**config.mk**
```make
export PLATFORM = sky130hd
export DESIGN_NAME = fifo_queue_with_search
export DESIGN_NICKNAME = d
export VERILOG_FILES = /design/src/hw/rtl/fqs_pkg.sv /design/src/hw/rtl/fqs_ctrl.sv /design/src/hw/rtl/fqs_dpath.sv /design/src/hw/rtl/fifo_queue_with_search.sv
export VERILOG_INCLUDE_DIRS = /design/src /design/src/hw/rtl
export SDC_FILE = /design/constraint.sdc
export NUM_CORES = 1
export LEC_CHECK = 0
export BUFFER_PORTS_ARGS = -buffer_cell sky130_fd_sc_hd__buf_2
export CORE_ASPECT_RATIO = 1.5
export CORE_MARGIN = 2
export CORE_UTILIZATION = 57
export DETAILED_ROUTE_END_ITERATION = 16
export PLACE_DENSITY = 0.79
export SKIP_LAST_GASP = 1
export SLEW_MARGIN = 10
export SYNTH_ARGS = -nofsm -noshare
export SYNTH_HDL_FRONTEND = slang
export SYNTH_SLANG_ARGS = --single-unit
```
**constraint.sdc**
```tcl
create_clock -name clk -period 4.3 [get_ports clk]
set_input_delay 0.215 -clock clk [delete_from_list [all_inputs] [get_ports clk]]
set_output_delay 0.215 -clock clk [all_outputs]
set_load 0.005 [all_outputs]
```
**src/hw/rtl/fifo_queue_with_search_assert.svh**
```systemverilog
// assertion macros for the fifo queue with search
`ifndef FIFO_QUEUE_WITH_SEARCH_ASSERT_SVH
`define FIFO_QUEUE_WITH_SEARCH_ASSERT_SVH
`ifndef SYNTHESIS
`define FQS_ASSERT(lbl, prop, msg) \
	lbl: assert property (@(posedge clk) disable iff (!arst_n) (prop)) else $error(msg);
`define FQS_ASSERT_NEXT(lbl, ante, cons, msg) \
	lbl: assert property (@(posedge clk) disable iff (!arst_n) (ante) |=> (cons)) else $error(msg);
`else
`define FQS_ASSERT(lbl, prop, msg)
`define FQS_ASSERT_NEXT(lbl, ante, cons, msg)
`endif
`endif

```
**src/hw/rtl/fqs_pkg.sv**
```systemverilog
// shared types and codes for the fifo queue with search
package fqs_pkg;
	localparam int DATA_W = 32;

	typedef enum logic [1:0] {
		OP_PUSH   = 2'd0,
		OP_POP    = 2'd1,
		OP_PEEK   = 2'd2,
		OP_SEARCH = 2'd3
	} op_t;

	typedef enum logic [1:0] {
		ST_OK        = 2'd0,
		ST_EMPTY     = 2'd1,
		ST_FULL      = 2'd2,
		ST_NOT_FOUND = 2'd3
	} status_t;

	typedef struct packed {
		logic    accept;
		logic    push;
		logic    read_head;
		logic    search_next;
		logic    take_data;
		logic    take_pos;
		logic    pop;
		logic    set_status;
		status_t code;
		logic    load_out;
	} fqs_cmd_t;

	typedef struct packed {
		op_t  op;
		logic is_empty;
		logic is_full;
		logic match;
		logic last;
	} fqs_stat_t;
endpackage

```
**src/hw/rtl/fqs_ctrl.sv**
```systemverilog
// controller state machine of the fifo queue with search
`include "fifo_queue_with_search_assert.svh"
module fqs_ctrl (
	input  logic              clk,
	input  logic              arst_n,
	input  logic              in_valid,
	output logic              in_stall,
	output logic              out_valid,
	input  logic              out_stall,
	input  fqs_pkg::fqs_stat_t stat,
	output fqs_pkg::fqs_cmd_t  cmd
);
	import fqs_pkg::*;

	typedef enum logic [2:0] {
		S_IDLE,
		S_EXEC,
		S_READ,
		S_SRCH,
		S_DONE
	} state_t;

	state_t state_q;
	logic   out_valid_q;

	assign in_stall  = (state_q != S_IDLE);
	assign out_valid = out_valid_q;

	always_comb begin
		cmd      = '0;
		cmd.code = ST_OK;
		case (state_q)
			S_IDLE: begin
				cmd.accept = in_valid;
			end
			S_EXEC: begin
				case (stat.op)
					OP_PUSH: begin
						cmd.set_status = 1'b1;
						if (stat.is_full) begin
							cmd.code = ST_FULL;
						end else begin
							cmd.push = 1'b1;
						end
					end
					OP_POP, OP_PEEK, OP_SEARCH: begin
						if (stat.is_empty) begin
							cmd.set_status = 1'b1;
							cmd.code       = ST_EMPTY;
						end else begin
							cmd.read_head = 1'b1;
						end
					end
					default: ;
				endcase
			end
			S_READ: begin
				cmd.take_data = 1'b1;
				cmd.pop       = (stat.op == OP_POP);
			end
			S_SRCH: begin
				if (stat.match) begin
					cmd.take_pos = 1'b1;
				end else if (stat.last) begin
					cmd.set_status = 1'b1;
					cmd.code       = ST_NOT_FOUND;
				end else begin
					cmd.search_next = 1'b1;
				end
			end
			S_DONE: begin
				cmd.load_out = !out_valid_q || !out_stall;
			end
			default: ;
		endcase
	end

	always_ff @(posedge clk or negedge arst_n) begin
		if (!arst_n) begin
			state_q     <= S_IDLE;
			out_valid_q <= 1'b0;
		end else begin
			if (cmd.load_out) begin
				out_valid_q <= 1'b1;
			end else if (!out_stall) begin
				out_valid_q <= 1'b0;
			end
			case (state_q)
				S_IDLE: begin
					if (in_valid) begin
						state_q <= S_EXEC;
					end
				end
				S_EXEC: begin
					if (cmd.read_head) begin
						state_q <= (stat.op == OP_SEARCH) ? S_SRCH : S_READ;
					end else begin
						state_q <= S_DONE;
					end
				end
				S_READ: begin
					state_q <= S_DONE;
				end
				S_SRCH: begin
					if (!cmd.search_next) begin
						state_q <= S_DONE;
					end
				end
				S_DONE: begin
					if (cmd.load_out) begin
						state_q <= S_IDLE;
					end
				end
				default: begin
					state_q <= S_IDLE;
				end
			endcase
		end
	end

	`FQS_ASSERT(a_load_when_free, !(cmd.load_out && out_valid_q && out_stall), "result overwritten while stalled")
	`FQS_ASSERT_NEXT(a_busy_after_accept, cmd.accept, in_stall, "request accepted but not busy")
	`FQS_ASSERT(a_one_action, $onehot0({cmd.push, cmd.read_head, cmd.take_data, cmd.take_pos, cmd.search_next}), "conflicting datapath commands")
endmodule

```
**src/hw/rtl/fqs_dpath.sv**
```systemverilog
// ring store, pointers, search counter and result registers
`include "fifo_queue_with_search_assert.svh"
module fqs_dpath #(
	parameter int DEPTH = 16
) (
	input  logic                        clk,
	input  logic                        arst_n,
	input  logic [1:0]                  operation,
	input  logic signed [fqs_pkg::DATA_W-1:0] item_value,
	input  fqs_pkg::fqs_cmd_t           cmd,
	output fqs_pkg::fqs_stat_t          stat,
	output logic signed [fqs_pkg::DATA_W-1:0] result_value,
	output logic [1:0]                  status,
	output logic                        queue_empty
);
	import fqs_pkg::*;

	localparam int AW = (DEPTH > 1) ? $clog2(DEPTH) : 1;
	localparam int CW = $clog2(DEPTH + 1);

	logic [DATA_W-1:0] mem [DEPTH];
	logic [DATA_W-1:0] rd_q;
	logic [DATA_W-1:0] val_q;
	op_t               op_q;
	logic [AW-1:0]     head_q;
	logic [AW-1:0]     tail_q;
	logic [CW-1:0]     count_q;
	logic [AW-1:0]     slot_q;
	logic [AW-1:0]     k_q;
	logic [DATA_W-1:0] res_q;
	status_t           st_q;
	logic [DATA_W-1:0] out_value_q;
	status_t           out_status_q;
	logic              out_empty_q;

	logic [AW-1:0] slot_nxt;
	logic [AW-1:0] head_nxt;
	logic [AW-1:0] tail_nxt;
	logic [AW-1:0] rd_addr;
	logic          rd_en;

	assign slot_nxt = (slot_q == AW'(DEPTH - 1)) ? '0 : slot_q + 1'b1;
	assign head_nxt = (head_q == AW'(DEPTH - 1)) ? '0 : head_q + 1'b1;
	assign tail_nxt = (tail_q == AW'(DEPTH - 1)) ? '0 : tail_q + 1'b1;
	assign rd_addr  = cmd.read_head ? head_q : slot_nxt;
	assign rd_en    = cmd.read_head || cmd.search_next;

	assign stat.op       = op_q;
	assign stat.is_empty = (count_q == '0);
	assign stat.is_full  = (count_q == CW'(DEPTH));
	assign stat.match    = (rd_q == val_q);
	assign stat.last     = ((CW'(k_q) + CW'(1)) == count_q);

	assign result_value = out_value_q;
	assign status       = out_status_q;
	assign queue_empty  = out_empty_q;

	always_ff @(posedge clk) begin
		if (cmd.push) begin
			mem[tail_q] <= val_q;
		end
		if (rd_en) begin
			rd_q <= mem[rd_addr];
		end
	end

	always_ff @(posedge clk) begin
		if (cmd.accept) begin
			op_q  <= op_t'(operation);
			val_q <= item_value;
		end
		if (cmd.read_head) begin
			slot_q <= head_q;
			k_q    <= '0;
		end else if (cmd.search_next) begin
			slot_q <= slot_nxt;
			k_q    <= k_q + 1'b1;
		end
		if (cmd.take_data) begin
			res_q <= rd_q;
			st_q  <= ST_OK;
		end else if (cmd.take_pos) begin
			res_q <= DATA_W'(k_q) + DATA_W'(1);
			st_q  <= ST_OK;
		end else if (cmd.set_status) begin
			res_q <= '0;
			st_q  <= cmd.code;
		end
		if (cmd.load_out) begin
			out_value_q  <= res_q;
			out_status_q <= st_q;
			out_empty_q  <= (count_q == '0);
		end
	end

	always_ff @(posedge clk or negedge arst_n) begin
		if (!arst_n) begin
			head_q  <= '0;
			tail_q  <= '0;
			count_q <= '0;
		end else begin
			if (cmd.push) begin
				tail_q  <= tail_nxt;
				count_q <= count_q + 1'b1;
			end else if (cmd.pop) begin
				head_q  <= head_nxt;
				count_q <= count_q - 1'b1;
			end
		end
	end

	`FQS_ASSERT(a_count_bound, count_q <= CW'(DEPTH), "entry count beyond depth")
	`FQS_ASSERT(a_push_room, !(cmd.push && stat.is_full), "push into a full ring")
	`FQS_ASSERT(a_ring_meet, !((count_q == '0 || count_q == CW'(DEPTH)) && head_q != tail_q), "pointers disagree with count")
endmodule

```
**src/hw/rtl/fifo_queue_with_search.sv**
```systemverilog
// top level of the fifo queue with search
// Bounded first-in first-out queue of signed 32-bit values with a search request.
// Input channel: in_valid, in_stall, operation, item_value (0 push, 1 pop,
// 2 peek, 3 search). Output channel: out_valid, out_stall, result_value,
// status, queue_empty. Exactly one result per request, in request order.
// One request is worked at a time; in_stall is high from acceptance until its
// result has been moved into the output register.
// From acceptance, a push and any refused or empty request pass through S_EXEC
// and S_DONE, a pop or peek through S_EXEC, S_READ and S_DONE, and a search
// through S_EXEC, S_SRCH until a match or the last entry, and S_DONE; a search
// that matches returns the 1-based position of the first match.
// The search walks the ring one entry per cycle
// through the single read port of the store.
// While the receiver stalls, the finished result waits in the output
// register; the next request is still accepted and worked, and its result
// waits inside until the output register is free.
// Reset empties the queue and clears out_valid; stored entries are not cleared.
module fifo_queue_with_search #(
	parameter int DEPTH = 16
) (
	input  logic                        clk,
	input  logic                        arst_n,
	input  logic                        in_valid,
	output logic                        in_stall,
	input  logic [1:0]                  operation,
	input  logic signed [fqs_pkg::DATA_W-1:0] item_value,
	output logic                        out_valid,
	input  logic                        out_stall,
	output logic signed [fqs_pkg::DATA_W-1:0] result_value,
	output logic [1:0]                  status,
	output logic                        queue_empty
);
	import fqs_pkg::*;

	fqs_cmd_t  cmd;
	fqs_stat_t stat;

	fqs_ctrl u_ctrl (
		.clk       (clk),
		.arst_n    (arst_n),
		.in_valid  (in_valid),
		.in_stall  (in_stall),
		.out_valid (out_valid),
		.out_stall (out_stall),
		.stat      (stat),
		.cmd       (cmd)
	);

	fqs_dpath #(
		.DEPTH (DEPTH)
	) u_dpath (
		.clk          (clk),
		.arst_n       (arst_n),
		.operation    (operation),
		.item_value   (item_value),
		.cmd          (cmd),
		.stat         (stat),
		.result_value (result_value),
		.status       (status),
		.queue_empty  (queue_empty)
	);
endmodule

```
Word-level counts from Yosys, hierarchy flattened

Memory sizes are Yosys's and may differ from the RTL's. A register that Yosys moved wholly into a read port is not among the register bits.
Cells that the tools add are included.

Output and inout bits: 37
Bits of input ports: 38
Memory bits (writable): 512
Bits in registers: 128
Memories: 1

Bitwise operators: 1
Reductions and logical operators: 15
Add/sub/neg operators: 8
Equal/unequal tests: 17
Multiplexer cells: 41

Memories:

| memory      | words | bits a word | rd ports | clocked after memory_dff | wr ports | line            | RTL |
|---|---|---|---|---|---|---|---|
| u_dpath.mem | 16    | 32          | 1        | 1                        | 1        | fqs_dpath.sv:21 | `logic [DATA_W-1:0] mem [DEPTH];` |

Operators with widths:

| cell                                                | number |
|---|---|
| two-way mux 32 bit                                  | 3 |
| equality test 32 bit                                | 1 |
| two-way mux 4 bit                                   | 6 |
| two-way mux 3 bit                                   | 7 |
| two-way mux 1 bit                                   | 18 |
| adder 4 x 1 -> 4 bit, second input constant         | 4 |
| case mux 3 bit (5 select lines)                     | 1 |
| equality test 4 bit, second input constant          | 3 |
| case mux 3 bit (2 select lines)                     | 2 |
| adder 4 x 1 -> 5 bit, second input constant         | 2 |
| two-way mux 5 bit                                   | 2 |
| equality test 3 x 2 -> 1 bit, second input constant | 2 |
| inequality test 2 bit, second input constant        | 3 |
| nonzero test 3 bit                                  | 2 |
| adder 5 x 1 -> 5 bit, second input constant         | 1 |
| equality test 5 bit                                 | 1 |
| equality test 5 bit, second input constant          | 1 |
| zero test 5 bit                                     | 1 |
| subtractor 5 x 1 -> 5 bit, second input constant    | 1 |
| equality test 2 bit, second input constant          | 2 |
| two-way mux 2 bit                                   | 2 |
| nonzero test 2 bit                                  | 2 |
| equality test 3 x 1 -> 1 bit, second input constant | 1 |
| equality test 3 bit, second input constant          | 1 |
| other kinds (11)                                    | 13 |

Logic depth before layout (Yosys ltp)

Gate-level depths: netlist of the first run.

Depth in word-level cells: 8
Depth in mapped cells: 10

Hierarchy

Synthesis of the first run repeated with hierarchy kept, for this count alone.

Cell total of the unflattened synthesis: 1197
Area total of the unflattened synthesis: 25793.5 um^2

By module, submodules not included:

| module    | area an instance (um^2) | cells an instance | instances | sequential area each (um^2) |
|---|---|---|---|---|
| fqs_dpath | 25453.2                 | 1155              | 1         | 19934.1 |
| fqs_ctrl  | 340.3                   | 42                | 1         | 100.1 |

Least setup slack after synthesis of the first run

Ideal clock, no wire load.

Kind: register to register
Start: register u_ctrl.state_q[2]
End: memory u_dpath.mem[2][0] (enable)
Setup slack: -18 ps
Period minus slack after synthesis: 4318 ps
Arrival time: 3857 ps
Path buffers: 1
Stages on the path, launching flop included: 7
Cells stage by stage: dfrtp_1 nor3b_1 nand2_1 a21oi_1 clkbuf_1 nand2_1 nor3_1

Longest elaborated chain between the ends: 4

Ends and longest elaborated chain:

| element                                 | line            | RTL |
|---|---|---|
| start, declared                         | fqs_ctrl.sv:23  | `state_t state_q;` |
| start signal, assigned                  | fqs_ctrl.sv:96  | `state_q <= (stat.op == OP_SEARCH) ? S_SRCH : S_READ;` |
| equality test 3 x 1 -> 1 bit            | fqs_ctrl.sv:32  | `case (state_q)` |
| two-way mux 2 bit                       | fqs_ctrl.sv:32  |  |
| two-way mux 1 bit                       | fqs_dpath.sv:59 | `if (cmd.push) begin` |
| two-way mux 1 bit (implied by the code) | fqs_dpath.sv:60 | `mem[tail_q] <= val_q;` |
| end, declared                           | fqs_dpath.sv:21 |  |

No other way between the ends.

Worst setup path in the final report of the first run

Start: register u_dpath.val_q[3]
End: register u_dpath.res_q[20] (enable)

Longest elaborated chain between the ends: 4
Elaborated cells between the ends (all ways): 6

Ends and longest elaborated chain:

| element                                                                     | line            | RTL |
|---|---|---|
| start, declared                                                             | fqs_dpath.sv:23 | `logic [DATA_W-1:0] val_q;` |
| start signal, assigned                                                      | fqs_dpath.sv:70 | `val_q <= item_value;` |
| equality test 32 bit (*)                                                    | fqs_dpath.sv:51 | `assign stat.match = (rd_q == val_q);` |
| two-way mux 3 bit / two-way mux 1 bit (equally long branches)               | fqs_ctrl.sv:62  | `if (stat.match) begin` |
| case mux 3 bit (2 select lines) / two-way mux 1 bit (equally long branches) | fqs_ctrl.sv:32  |  |
| nonzero test 3 bit (no line) (*)                                            | --              |  |
| end signal, assigned                                                        | fqs_dpath.sv:80 | `res_q <= rd_q;` |
| end signal, assigned                                                        | fqs_dpath.sv:83 | `res_q <= DATA_W'(k_q) + DATA_W'(1);` |
| end, declared                                                               | fqs_dpath.sv:30 | `logic [DATA_W-1:0] res_q;` |

Mark *: on every way between the ends. The rest lies on a longest branch, timed or not.
A chain may end at the register's enable or synchronous reset.

==> results of run 1 <==
## area by class of cell
type | count | area share (%)
multi-input cells | 840 | 28.6
clock inverters | 36 | 0.989
well taps | 682 | 2.51
inverters | 11 | 0.121
flip-flops and latches | 672 | 58.9
repair buffers | 175 | 4.14
clock buffers | 74 | 4.75
## routing by layer
metal | global-route usage, % | up-vias | part of all wire [%]
li1 | - | 6954 | -
met1 | 35.1 | 8694 | 36
met2 | 46.0 | 988 | 51
met3 | 3.78 | 214 | 8.6
met4 | 11.9 | 0 | 4.5
met5 | 0 | - | 0
## worst max-delay path, delay by kind of cell, from the launching register on
kind	cells	cell delay, ns
buffers and inverters	1	0.38
xor gates and xnor gates	1	0.68
DFF	1	0.65
and+or+nand+nor	5	1.79
## cells in the mapped netlist (3+ instances only)
library cell,instances
a21o_1,3
a21oi_1,10
a22o_1,5
a22oi_1,32
and2_1,28
and3_1,33
buf_1,10
buf_2,38
buf_4,4
buf_6,4
clkbuf_1,52
dfrtp_1,17
dfxtp_1,6
edfxtp_1,649
ha_1,10
inv_1,11
mux2_2,35
mux2i_1,129
mux4_2,224
nand2_1,120
nand3_1,39
nand3b_1,3
nand4_1,9
nor2_1,19
nor2b_1,3
nor3_1,5
nor3b_1,3
nor4_1,3
o211ai_1,34
o21ai_0,15
xnor2_1,39
xor2_1,4
## power groups by stage
stage	Sequential (mW)	Combinational, mW	Clock, mW
6_report	9.51	8.99	5.36
5_1_grt	9.61	9.57	5.65
4_1_cts	9.49	9.00	5.42
3_5_place_dp	9.62	8.92	0
3_3_place_gp	9.54	8.74	0
2_1_floorplan	9.11	6.57	0
## through the flow
| stage | hold WS (ns) | power [mW] |
|---|---|---|
| floorplan | -0.0806 | 15.7 |
| global placement | 0.172 | 18.3 |
| detailed placement | 0.176 | 18.5 |
| CTS | 0.0805 | 23.9 |
| global route | 0.124 | 24.8 |
| finish | 0.0716 | 23.9 |
## cell families (layout without fill, tap and decap cells)
logic type	count (synthesis)	in the layout	synth area share, %
multiplexers	389	389	22.4
AO/OA/AOI/OAI	119	119	2.84
adder cells (fa/ha/maj)	11	11	0.483
XOR/XNOR	44	44	1.33
buffers and inverters	119	296	1.79
flip-flops	672	672	66.6
AND/OR/NAND/NOR	277	277	4.50
## how the worst max path moves through the flow
stage,startpoint,endpoint,slack [ns],depth (start not counted)
finish,u_dpath.val_q[3],u_dpath.res_q[20],0.44,7
global route,u_dpath.val_q[3],u_dpath.res_q[20],0.49,7
CTS,u_dpath.val_q[3],u_dpath.res_q[20],0.58,7
detailed placement,u_dpath.val_q[3],u_dpath.res_q[19],0.62,7
global placement,u_dpath.val_q[3],u_dpath.res_q[17],0.68,7
floorplan,u_ctrl.state_q[2],u_dpath.mem[3][0],0.25,5
## timing repair
action,in CTS,in global routing
resized for setup,0,0
hold endpoints to repair,53,0
hold buffers,37,0
## state kept, by name, summed over array words and instances (netlist names), 2 cells and up
name	cells
u_dpath.mem	512
u_dpath.rd_q	32
u_dpath.res_q	32
u_dpath.result_value	32
u_dpath.val_q	32
u_dpath.count_q	5
u_dpath.head_q	4
u_dpath.k_q	4
u_dpath.slot_q	4
u_dpath.tail_q	4
u_ctrl.state_q	3
u_dpath.op_q	2
u_dpath.st_q	2
u_dpath.status	2
==> impl_table.tex, run 1 <==
\begin{tabular}{lr}
\hline
Metric & Value \\
\hline
\multicolumn{2}{l}{\textbf{Yosys}} \\
\quad Number of distinct library cells after synthesis & 58 \\
\quad Number of synthesized flops with an enable pin & 649 \\
\quad Post-synth top area cell & edfxtp\_1 \\
\quad Post-synthesis sequential area ratio & approximately two thirds \\
\quad Post-synth net total & 1680 \\
\quad Mean instance size in the synthesized netlist & 18.4 um\^{}2 \\
\quad Biggest area contributors in the synthesized netlist & edfxtp\_1 65\%, mux4\_2 17\%, mux2i\_1 4.3\% \\
\quad Share of synthesized flip-flops with an asynchronous set or reset & 2.53\% \\
\quad Predominant post-synthesis flop cell & edfxtp\_1 \\
\quad Synthesis warning total & 0 \\
\quad Share of the synthesized area in the top cell type & 64.8\% \\
\quad Gate count of the mapped netlist & 1631 \\
\quad Cell area after synthesis & 30100 um\^{}2 \\
\quad Flop and latch count out of synthesis & 672 \\
\multicolumn{2}{l}{\textbf{Global route}} \\
\quad Initial antenna violation count & 0 \\
\quad Aggregate global routing overflow & 0 \\
\quad Global-route wire length before repair & 108000 um \\
\quad Number of global-route vias before repair & 17521 \\
\quad All-Layer GR Usage & between 20\% and 30\% \\
\quad Maximum number of pins on one net before global-route repair & 70 \\
\multicolumn{2}{l}{\textbf{Layout}} \\
\quad N\_diodes & 0 \\
\quad Final design area excluding fillers & approximately 34000 um\^{}2 \\
\quad Fillers & 3448 \\
\quad Total area of sequential cells & 20000 um\^{}2 \\
\quad Most frequent standard cell in the layout excluding fill and tap cells & edfxtp\_1 \\
\quad Share of final-layout standard cells stronger than drive strength 1 & 28.6\% \\
\quad Nets & 1810 \\
\quad Number of standard cells in the layout, taps in and fillers out & 2490 \\
\quad Share of the core filled with cells in the final layout & 64.9\% \\
\quad Area Growth Syn to Fin & 13.2\% \\
\quad Leading cell types in the layout, fill and taps excluded & 649 x edfxtp\_1, 224 x mux4\_2, 129 x mux2i\_1, 119 x nand2\_1, 74 x buf\_2 \\
\quad Area of combinational cells with multiple inputs & 9740 um\^{}2 \\
\multicolumn{2}{l}{\textbf{Power and ir drop}} \\
\quad Worst supply voltage drop on vdd & 0.000499 V \\
\quad Power share of the combinational group & 37.7\% \\
\quad Switching fraction of total power & 33.8\% \\
\quad Flop pwr share & 39.9\% \\
\quad Internal power contribution & 15.8 mW \\
\quad Net Switching & 8.07 mW \\
\quad LEAKAGE & 11.4 nW \\
\quad Part of the power in the clock network & between 20 and 25\% \\
\quad Power density over cell area & 701 nW/um\^{}2 \\
\multicolumn{2}{l}{\textbf{Critical path}} \\
\quad Startpoint class of the critical path & flip-flop \\
\quad Critical Path Sink Type & flip-flop \\
\quad Stage delay of the slowest cell on the critical path & 0.84 ns \\
\quad Highest fanout seen on the critical path & 32 \\
\quad Critical Path AT & $\sim$4.1 ns \\
\quad Cell-by-cell trace of the critical path & xnor2\_1, nand4\_1, nor4\_1, and3b\_1, nor2\_1, nand3\_1, buf\_4 \\
\quad Crit-path slowest cell & nor4\_1 \\
\quad Launching point of the worst reg2reg path & u\_dpath.val\_q[3] \\
\quad Class of the most critical setup path & reg -> reg \\
\quad Endpoint required time on the critical path & between 4 and 5 ns \\
\quad Reg-to-reg slack, setup & between 0.4 and 0.5 ns \\
\quad End of the worst register-to-register path & u\_dpath.res\_q[20] \\
\quad Cells on worst reg2reg path & 7 \\
\multicolumn{2}{l}{\textbf{Routing}} \\
\quad Drt initial violations & 1772 \\
\quad Total Wirelength & 72400 um \\
\quad Number of nets with antenna violations after detailed routing & 0 \\
\quad Overall via count from detail\_route & 16850 \\
\quad Initial DRT Pass Iterations & 6 \\
\quad Via-to-Cell Ratio & 6.77 \\
\quad DR WL/cell & 29.1 um \\
\quad DRC viols & 0 \\
\multicolumn{2}{l}{\textbf{Placement}} \\
\quad Placed instance count & 2343 \\
\quad Weighted congestion at the end of routability-driven global placement & between 0.8 and 0.9 \\
\quad Estimated wirelength of the detail-placed design & about 44000 um \\
\quad Post-Place Setup Slack & 0.624 ns \\
\quad Area after DPL & 31700 um\^{}2 \\
\quad IO Port Bufs & 74 \\
\multicolumn{2}{l}{\textbf{Timing}} \\
\quad Period utilization & approximately 90\% \\
\quad RSZ-0062 raised after global routing & no \\
\quad Layout Skew & 0.0173 ns \\
\quad Max Slew Vio Count & 0 \\
\quad Transition at the pin with the smallest max-transition slack & 1.06 ns \\
\quad Minimum setup slack in the final design & 0.439 ns \\
\quad Final worst path period need & just under 4 ns \\
\quad Hold violation count in the final report & 0 \\
\quad Slew HR & between 20 and 30\% \\
\quad Fmax achieved & 0.259 GHz \\
\quad Accumulated negative setup slack & 0 ns \\
\quad Number of setup violations in the final report & 0 \\
\multicolumn{2}{l}{\textbf{Job}} \\
\quad Max-Cap Viols & 0 \\
\multicolumn{2}{l}{\textbf{Clock network}} \\
\quad Clock tree buffer depth & 3 \\
\quad CTS tree & done \\
\quad Clock tree root driver cell & clkbuf\_16 \\
\quad Number of buffers created by CTS & 61 \\
\quad Number of levels in the clock H-tree & 2 \\
\quad Setup Fix Bufs, Post-CTS & 0 \\
\quad Clock slew at reported path FFs & 0.07 ns \\
\quad Count of clock tree sinks & between 600 and 700 \\
\quad Clock latency on the worst-skew pair & between 0.6 and 0.7 ns \\
\multicolumn{2}{l}{\textbf{Floorplanning}} \\
\quad Overall die area & about 55000 um\^{}2 \\
\quad Width of the die & 192 um \\
\quad \# IOs & 75 \\
\quad Initial Utilization & between 50\% and 60\% \\
\quad Std-Cell Rows & 103 \\
\quad Area of the core & 52500 um\^{}2 \\
\quad Height of the die & 285 um \\
\multicolumn{2}{l}{\textbf{Outcome}} \\
\quad Run status & finished, final reports clean \\
\multicolumn{2}{l}{\textbf{Min path}} \\
\quad Worst hold-check path type & in -> async \\
\hline
\end{tabular}
(Power assumes the default switching activity.)
==> run 2, diff against run 1 <==
--- a/config.mk
+++ b/config.mk
@@ -7,13 +7,15 @@
 export NUM_CORES = 1
 export LEC_CHECK = 0
 export BUFFER_PORTS_ARGS = -buffer_cell sky130_fd_sc_hd__buf_2
+export CELL_PAD_IN_SITES_DETAIL_PLACEMENT = 1
+export CELL_PAD_IN_SITES_GLOBAL_PLACEMENT = 2
 export CORE_ASPECT_RATIO = 1.5
 export CORE_MARGIN = 2
-export CORE_UTILIZATION = 57
+export CORE_UTILIZATION = 43
 export DETAILED_ROUTE_END_ITERATION = 16
-export PLACE_DENSITY = 0.79
+export PLACE_DENSITY = 0.77
 export SKIP_LAST_GASP = 1
-export SLEW_MARGIN = 10
+export SLEW_MARGIN = 20
 export SYNTH_ARGS = -nofsm -noshare
 export SYNTH_HDL_FRONTEND = slang
 export SYNTH_SLANG_ARGS = --single-unit
==> run 2 against run 1 <==
The flow now finishes with violations (setup timing). Clock skew up 0.0080 ns. Setup slack worse by 0.55 ns. Global-route usage down 3.8 points. Wire length up 13%. Clock-buffer cell count up 15. Sequential power down 0.4%. Core utilization down 15 points. Largest power group unchanged.
==> impl_table.tex, run 2 (same netlist as run 1, synthesis figures left out) <==
\begin{tabular}{lr}
\hline
Metric & Value \\
\hline
\multicolumn{2}{l}{\textbf{Critical path}} \\
\quad Critical Path Sink Type & flip-flop \\
\quad Class of the most critical setup path & reg -> reg \\
\quad Endpoint required time on the critical path & between 4 and 5 ns \\
\quad Crit-path slowest cell & nor4\_1 \\
\quad Critical Path AT & roughly 4.7 ns \\
\quad Highest fanout seen on the critical path & 17 \\
\quad Stage delay of the slowest cell on the critical path & 1.07 ns \\
\quad Cell-by-cell trace of the critical path & xnor2\_1, nand4\_1, nor4\_1, and3b\_1, nor2\_1, nand3\_2, buf\_4 \\
\quad Startpoint class of the critical path & flip-flop \\
\multicolumn{2}{l}{\textbf{Floorplanning}} \\
\quad Height of the die & between 300 and 400 um \\
\quad Std-Cell Rows & 118 \\
\quad Area of the core & 69100 um\^{}2 \\
\quad \# IOs & 75 \\
\quad Initial Utilization & between 40\% and 50\% \\
\quad Overall die area & slightly above 70000 um\^{}2 \\
\quad Width of the die & 220 um \\
\multicolumn{2}{l}{\textbf{Clock network}} \\
\quad Count of clock tree sinks & about 670 \\
\quad Number of buffers inserted by hold repair at cts & 37 \\
\quad Number of buffers created by CTS & 67 \\
\quad CTS tree & done \\
\quad Clock tree buffer depth & 3 \\
\quad Resize count post-CTS & 0 \\
\quad Number of levels in the clock H-tree & 3 \\
\quad Setup Fix Bufs, Post-CTS & 0 \\
\quad Clock latency on the worst-skew pair & 0.61 ns \\
\quad Clock slew at reported path FFs & 0.06 ns \\
\quad Clock tree root driver cell & clkbuf\_16 \\
\multicolumn{2}{l}{\textbf{Layout}} \\
\quad N\_diodes & 0 \\
\quad Register with the most flip-flops & u\_dpath.mem \\
\quad Area Growth Syn to Fin & 14.5\% \\
\quad Share of the core filled with cells in the final layout & 49.8\% \\
\quad Number of standard cells in the layout, taps in and fillers out & 2713 \\
\quad Leading cell types in the layout, fill and taps excluded & 649 x edfxtp\_1, 224 x mux4\_2, 129 x mux2i\_1, 119 x nand2\_1, 74 x buf\_2 \\
\quad Share of final-layout standard cells stronger than drive strength 1 & 28.7\% \\
\quad Most frequent standard cell in the layout excluding fill and tap cells & edfxtp\_1 \\
\quad Number of flip-flops under the largest register name & 512 \\
\quad Fillers & 6333 \\
\quad Nets & 1813 \\
\multicolumn{2}{l}{\textbf{Min path}} \\
\quad Worst hold-check path type & in -> async \\
\multicolumn{2}{l}{\textbf{Routing}} \\
\quad DR WL/cell & 30.2 um \\
\quad Total Wirelength & 81900 um \\
\quad Via-to-Cell Ratio & a little over 6 \\
\quad Number of nets with antenna violations after detailed routing & 0 \\
\quad Overall via count from detail\_route & between 15000 and 20000 \\
\quad DRC viols & 0 \\
\quad Drt initial violations & $\sim$1400 \\
\quad Initial DRT Pass Iterations & 5 \\
\multicolumn{2}{l}{\textbf{Timing}} \\
\quad Transition at the pin with the smallest max-transition slack & 1.20 ns \\
\quad Hold violation count in the final report & 0 \\
\quad Smallest hold slack & 0.0815 ns \\
\quad Max Slew Vio Count & 0 \\
\quad Number of setup violations in the final report & 22 \\
\quad Period utilization & 103\% \\
\quad Layout Skew & 0.0252 ns \\
\quad Final worst path period need & around 4.4 ns \\
\quad Fmax achieved & 0.227 GHz \\
\quad Minimum setup slack in the final design & -0.110 ns \\
\quad Slew HR & 19.3\% \\
\quad RSZ-0062 raised after global routing & no \\
\multicolumn{2}{l}{\textbf{Placement}} \\
\quad IO Port Bufs & between 70 and 80 \\
\quad Placed instance count & approximately 2600 \\
\quad Weighted congestion at the end of routability-driven global placement & 0.756 \\
\quad Estimated wirelength of the detail-placed design & around 47000 um \\
\multicolumn{2}{l}{\textbf{Global route}} \\
\quad All-Layer GR Usage & about a quarter \\
\quad Aggregate global routing overflow & 0 \\
\quad Global-route wire length before repair & 120000 um \\
\quad Initial antenna violation count & 0 \\
\quad Maximum number of pins on one net before global-route repair & 53 \\
\quad Number of global-route vias before repair & about 18000 \\
\multicolumn{2}{l}{\textbf{Power and ir drop}} \\
\quad Power density over cell area & 712 nW/um\^{}2 \\
\quad Worst supply voltage drop on vdd & 0.000566 V \\
\quad LEAKAGE & 11.5 nW \\
\multicolumn{2}{l}{\textbf{Outcome}} \\
\quad Run status & finished with violations \\
\quad Violations in the final reports & setup timing \\
\multicolumn{2}{l}{\textbf{Job}} \\
\quad Max-Cap Viols & 0 \\
\hline
\end{tabular}
## run 2: changes by cell type in the layout (fill, tap and decap cells not counted), moves of 3 or more
cell       change
clkinv_2       +3
clkinv_1       -5
clkbuf_16      +7
clkbuf_1       +7
## run 2: power by group
part | switching [mW] | internal, mW | leakage (nW)
Sequential | 0.934 | 8.54 | 6.14
Combinational | 4.99 | 4.28 | 4.33
Clock | 2.44 | 3.36 | 1.04
## run 2: critical path, delay by kind of cell (launching register included)
family | cells | cell delay [ns]
buffers and inverters | 1 | 0.29
XOR/XNOR | 1 | 0.76
flip-flops | 1 | 0.67
AND/OR/NAND/NOR | 5 | 2.37
## run 2: final cells by class
cell class / count / area [um^2] / area share (%)
Sequential cell: 672 / 20000 / 58.2
Multi-Input combinational cell: 840 / 9740 / 28.3
Clock buffer: 89 / 1830 / 5.32
Timing Repair Buffer: 172 / 1360 / 3.95
Tap cell: 900 / 1130 / 3.27
Clock inverter: 29 / 297 / 0.861
Inverter: 11 / 41.3 / 0.120
## run 2: worst paths after layout
path                                   startpoint                       end  slack [ns]  cells past startpoint
worst min-delay path                       arst_n         u_dpath.tail_q[3]        0.08                      2
worst min register to register  u_dpath.res_q[28]  u_dpath.result_value[28]        0.42                      0
max in group asynchronous                  arst_n         u_dpath.head_q[0]        3.88                      2
worst max register to register   u_dpath.val_q[3]         u_dpath.res_q[18]       -0.11                      7
min in group clk                   item_value[10]         u_dpath.val_q[10]        0.32                      2
worst max-delay path             u_dpath.val_q[3]         u_dpath.res_q[18]       -0.11                      7
## run 2: layer usage
metal / track usage (%) / part of all wire [%] / vias up
met5: 0 / 0 / -
met4: 7.57 / 2.9 / 0
met3: 3.10 / 4.8 / 138
met2: 40.5 / 52 / 505
met1: 30.1 / 40 / 9016
li1: - / - / 6963
## run 2: per-stage QoR
| step | cell area (um^2) | power, mW | TNS, ns | worst slack (ns) |
|---|---|---|---|---|
| 6_report | 34400 | 24.5 | -1.51 | -0.110 |
| 5_1_grt | 34400 | 25.7 | 0 | 0.108 |
| 4_1_cts | 34400 | 24.8 | 0 | 0.0194 |
| 3_5_place_dp | 31900 | 19.0 | 0 | 0.0515 |
| 3_3_place_gp | 31900 | 18.7 | 0 | 0.0444 |
| 2_1_floorplan | 30100 | 15.7 | 0 | 0.245 |
==> run 3, diff against run 2 <==
--- a/config.mk
+++ b/config.mk
@@ -14,6 +14,7 @@
 export CORE_UTILIZATION = 43
 export DETAILED_ROUTE_END_ITERATION = 16
 export PLACE_DENSITY = 0.77
+export REMOVE_ABC_BUFFERS = 1
 export SKIP_LAST_GASP = 1
 export SLEW_MARGIN = 20
 export SYNTH_ARGS = -nofsm -noshare
==> run 3 against run 2 <==
Critical endpoint is now u_dpath.res_q[30]. Power grew 1.3%. Sequential share of layout area is 0.24 points lower. Critical path depth unchanged. Maximum frequency rose by 23%. Global-route usage down 0.41 points. Register-to-register slack better by 0.83 ns. First-iteration DRC count is 2.7% lower. Core utilization is 0.20 points higher. Clock-buffer cell count shrank 4. Clock power grew 7.6%. Largest cell class unchanged. Sequential power up 0.6%. Worst hold slack better by 0.0099 ns. The run now ends clean.
==> impl_table.tex, run 3 (same netlist as run 1, synthesis figures left out) <==
\begin{tabular}{lr}
\hline
Metric & Value \\
\hline
\multicolumn{2}{l}{\textbf{Min path}} \\
\quad Worst hold-check path type & in -> async \\
\multicolumn{2}{l}{\textbf{Critical path}} \\
\quad Critical Path Sink Type & flip-flop \\
\quad Startpoint class of the critical path & flip-flop \\
\quad Cell-by-cell trace of the critical path & xnor2\_1, nand4\_1, nor4\_1, and3b\_1, nor2\_1, nand3\_2, buf\_12 \\
\quad Crit-path slowest cell & nor4\_1 \\
\quad Highest fanout seen on the critical path & 21 \\
\quad Stage delay of the slowest cell on the critical path & 0.88 ns \\
\quad Critical Path AT & 3.88 ns \\
\quad Endpoint required time on the critical path & 4.59 ns \\
\quad Cells on worst reg2reg path & 7 \\
\quad Class of the most critical setup path & reg -> reg \\
\multicolumn{2}{l}{\textbf{Clock network}} \\
\quad Clock tree root driver cell & clkbuf\_16 \\
\quad Setup Fix Bufs, Post-CTS & 0 \\
\quad Clock latency on the worst-skew pair & 0.61 ns \\
\quad CTS tree & done \\
\quad Number of buffers created by CTS & 67 \\
\quad Number of levels in the clock H-tree & 3 \\
\quad Clock slew at reported path FFs & 0.06 ns \\
\quad Clock tree buffer depth & 3 \\
\quad Count of clock tree sinks & between 600 and 700 \\
\multicolumn{2}{l}{\textbf{Placement}} \\
\quad Weighted congestion at the end of routability-driven global placement & 0.744 \\
\quad IO Port Bufs & 74 \\
\quad Estimated wirelength of the detail-placed design & 44900 um \\
\quad Post-Place Setup Slack & 0.727 ns \\
\multicolumn{2}{l}{\textbf{Timing}} \\
\quad Fmax achieved & 0.279 GHz \\
\quad Minimum setup slack in the final design & 0.718 ns \\
\quad Period utilization & a little over four fifths \\
\quad Slew HR & 28.3\% \\
\quad Hold violation count in the final report & 0 \\
\quad Final worst path period need & 3.58 ns \\
\quad Layout Skew & 0.0194 ns \\
\quad Transition at the pin with the smallest max-transition slack & 1.08 ns \\
\quad Max Slew Vio Count & 0 \\
\quad RSZ-0062 raised after global routing & no \\
\quad Number of setup violations in the final report & 0 \\
\multicolumn{2}{l}{\textbf{Routing}} \\
\quad DRC viols & 0 \\
\quad Number of nets with antenna violations after detailed routing & 0 \\
\quad Drt initial violations & 1388 \\
\quad Total Wirelength & 80100 um \\
\quad Via-to-Cell Ratio & 6.06 \\
\quad Overall via count from detail\_route & 16404 \\
\quad Initial DRT Pass Iterations & 4 \\
\quad DR WL/cell & 29.6 um \\
\multicolumn{2}{l}{\textbf{Floorplanning}} \\
\quad Overall die area & 72100 um\^{}2 \\
\quad Std-Cell Rows & 118 \\
\quad Height of the die & 328 um \\
\quad Initial Utilization & 43.5\% \\
\quad Width of the die & approximately 220 um \\
\quad Area of the core & 69100 um\^{}2 \\
\quad \# IOs & 75 \\
\multicolumn{2}{l}{\textbf{Global route}} \\
\quad Aggregate global routing overflow & 0 \\
\quad Number of global-route vias before repair & 18200 \\
\quad Maximum number of pins on one net before global-route repair & just over 80 \\
\quad Initial antenna violation count & 1 \\
\quad Global-route wire length before repair & approximately 120000 um \\
\quad All-Layer GR Usage & 22.9\% \\
\multicolumn{2}{l}{\textbf{Layout}} \\
\quad Nets & 1807 \\
\quad Area of combinational cells with multiple inputs & $\sim$9700 um\^{}2 \\
\quad Share of final-layout standard cells stronger than drive strength 1 & 28.8\% \\
\quad Fillers & between 6000 and 7000 \\
\quad Area Growth Syn to Fin & 15.0\% \\
\quad Register with the most flip-flops & u\_dpath.mem \\
\quad N\_diodes & 0 \\
\quad Share of the core filled with cells in the final layout & 50.1\% \\
\quad Most frequent standard cell in the layout excluding fill and tap cells & edfxtp\_1 \\
\quad Number of flip-flops under the largest register name & 512 \\
\quad Total area of sequential cells & between 20000 and 25000 um\^{}2 \\
\quad Leading cell types in the layout, fill and taps excluded & 649 x edfxtp\_1, 224 x mux4\_2, 129 x mux2i\_1, 119 x nand2\_1, 74 x buf\_2 \\
\multicolumn{2}{l}{\textbf{Power and ir drop}} \\
\quad Power density over cell area & slightly above 700 nW/um\^{}2 \\
\quad Worst supply voltage drop on vdd & 0.000457 V \\
\quad LEAKAGE & 11.6 nW \\
\multicolumn{2}{l}{\textbf{Job}} \\
\quad Max-Cap Viols & 0 \\
\multicolumn{2}{l}{\textbf{Outcome}} \\
\quad Run status & finished, final reports clean \\
\hline
\end{tabular}
[run 3: layout make-up]
| cell class | count | share of cell area [%] |
|---|---|---|
| well taps | 900 | 3.26 |
| inverters | 11 | 0.119 |
| clock buffers | 85 | 5.32 |
| clock inverters | 34 | 1.36 |
| repair buffers | 166 | 3.88 |
| multi-input cells | 840 | 28.1 |
| flip-flops and latches | 672 | 57.9 |
[run 3: stage by stage]
stage / power [mW] / instances / instance area (um^2) / setup TNS, ns / hold slack [ns]
finish: 24.9 / 2708 / 34600 / 0 / 0.0914
global route: 26.0 / 2708 / 34600 / 0 / 0.143
CTS: 25.1 / 2708 / 34600 / 0 / 0.0737
detailed placement: 18.8 / 2552 / 31900 / 0 / 0.180
global placement: 18.6 / 2552 / 31900 / 0 / 0.171
floorplan: 16.2 / 1523 / 29600 / -242.62 / -0.0806
[run 3: where the power goes]
group | leakage [nW] | switching (mW) | internal (mW) | total (mW)
logic | 4.32 | 4.86 | 4.23 | 9.08
clock network | 1.12 | 2.49 | 3.75 | 6.23
registers | 6.14 | 0.992 | 8.54 | 9.53
[run 3: layer usage]
layer | global-route usage [%] | wire, um
met4 | 8.97 | 2850
met1 | 27.7 | 30800
met2 | 41.1 | 42700
met5 | 0 | 0
met3 | 3.09 | 3770
[run 3: worst paths after layout]
path,slack [ns],to,start
worst max-delay path,0.72,u_dpath.res_q[30],u_dpath.val_q[3]
worst max register to register,0.72,u_dpath.res_q[30],u_dpath.val_q[3]
worst min-delay path,0.09,u_dpath.tail_q[2],arst_n
worst min register to register,0.42,u_dpath.result_value[15],u_dpath.res_q[15]
max in group asynchronous,3.87,u_dpath.head_q[0],arst_n
min in group clk,0.32,u_dpath.val_q[7],item_value[7]
[run 3: what timing repair did]
item,in CTS,in global routing
gates resized for setup,0,0
hold buffers,37,0
hold endpoints to repair,53,0
[run 3: critical path: cells and delay by family (launching register included)]
family	cells	cell delay [ns]
buffers and inverters	1	0.25
xor gates and xnor gates	1	0.50
and+or+nand+nor	5	1.90
DFF	1	0.60
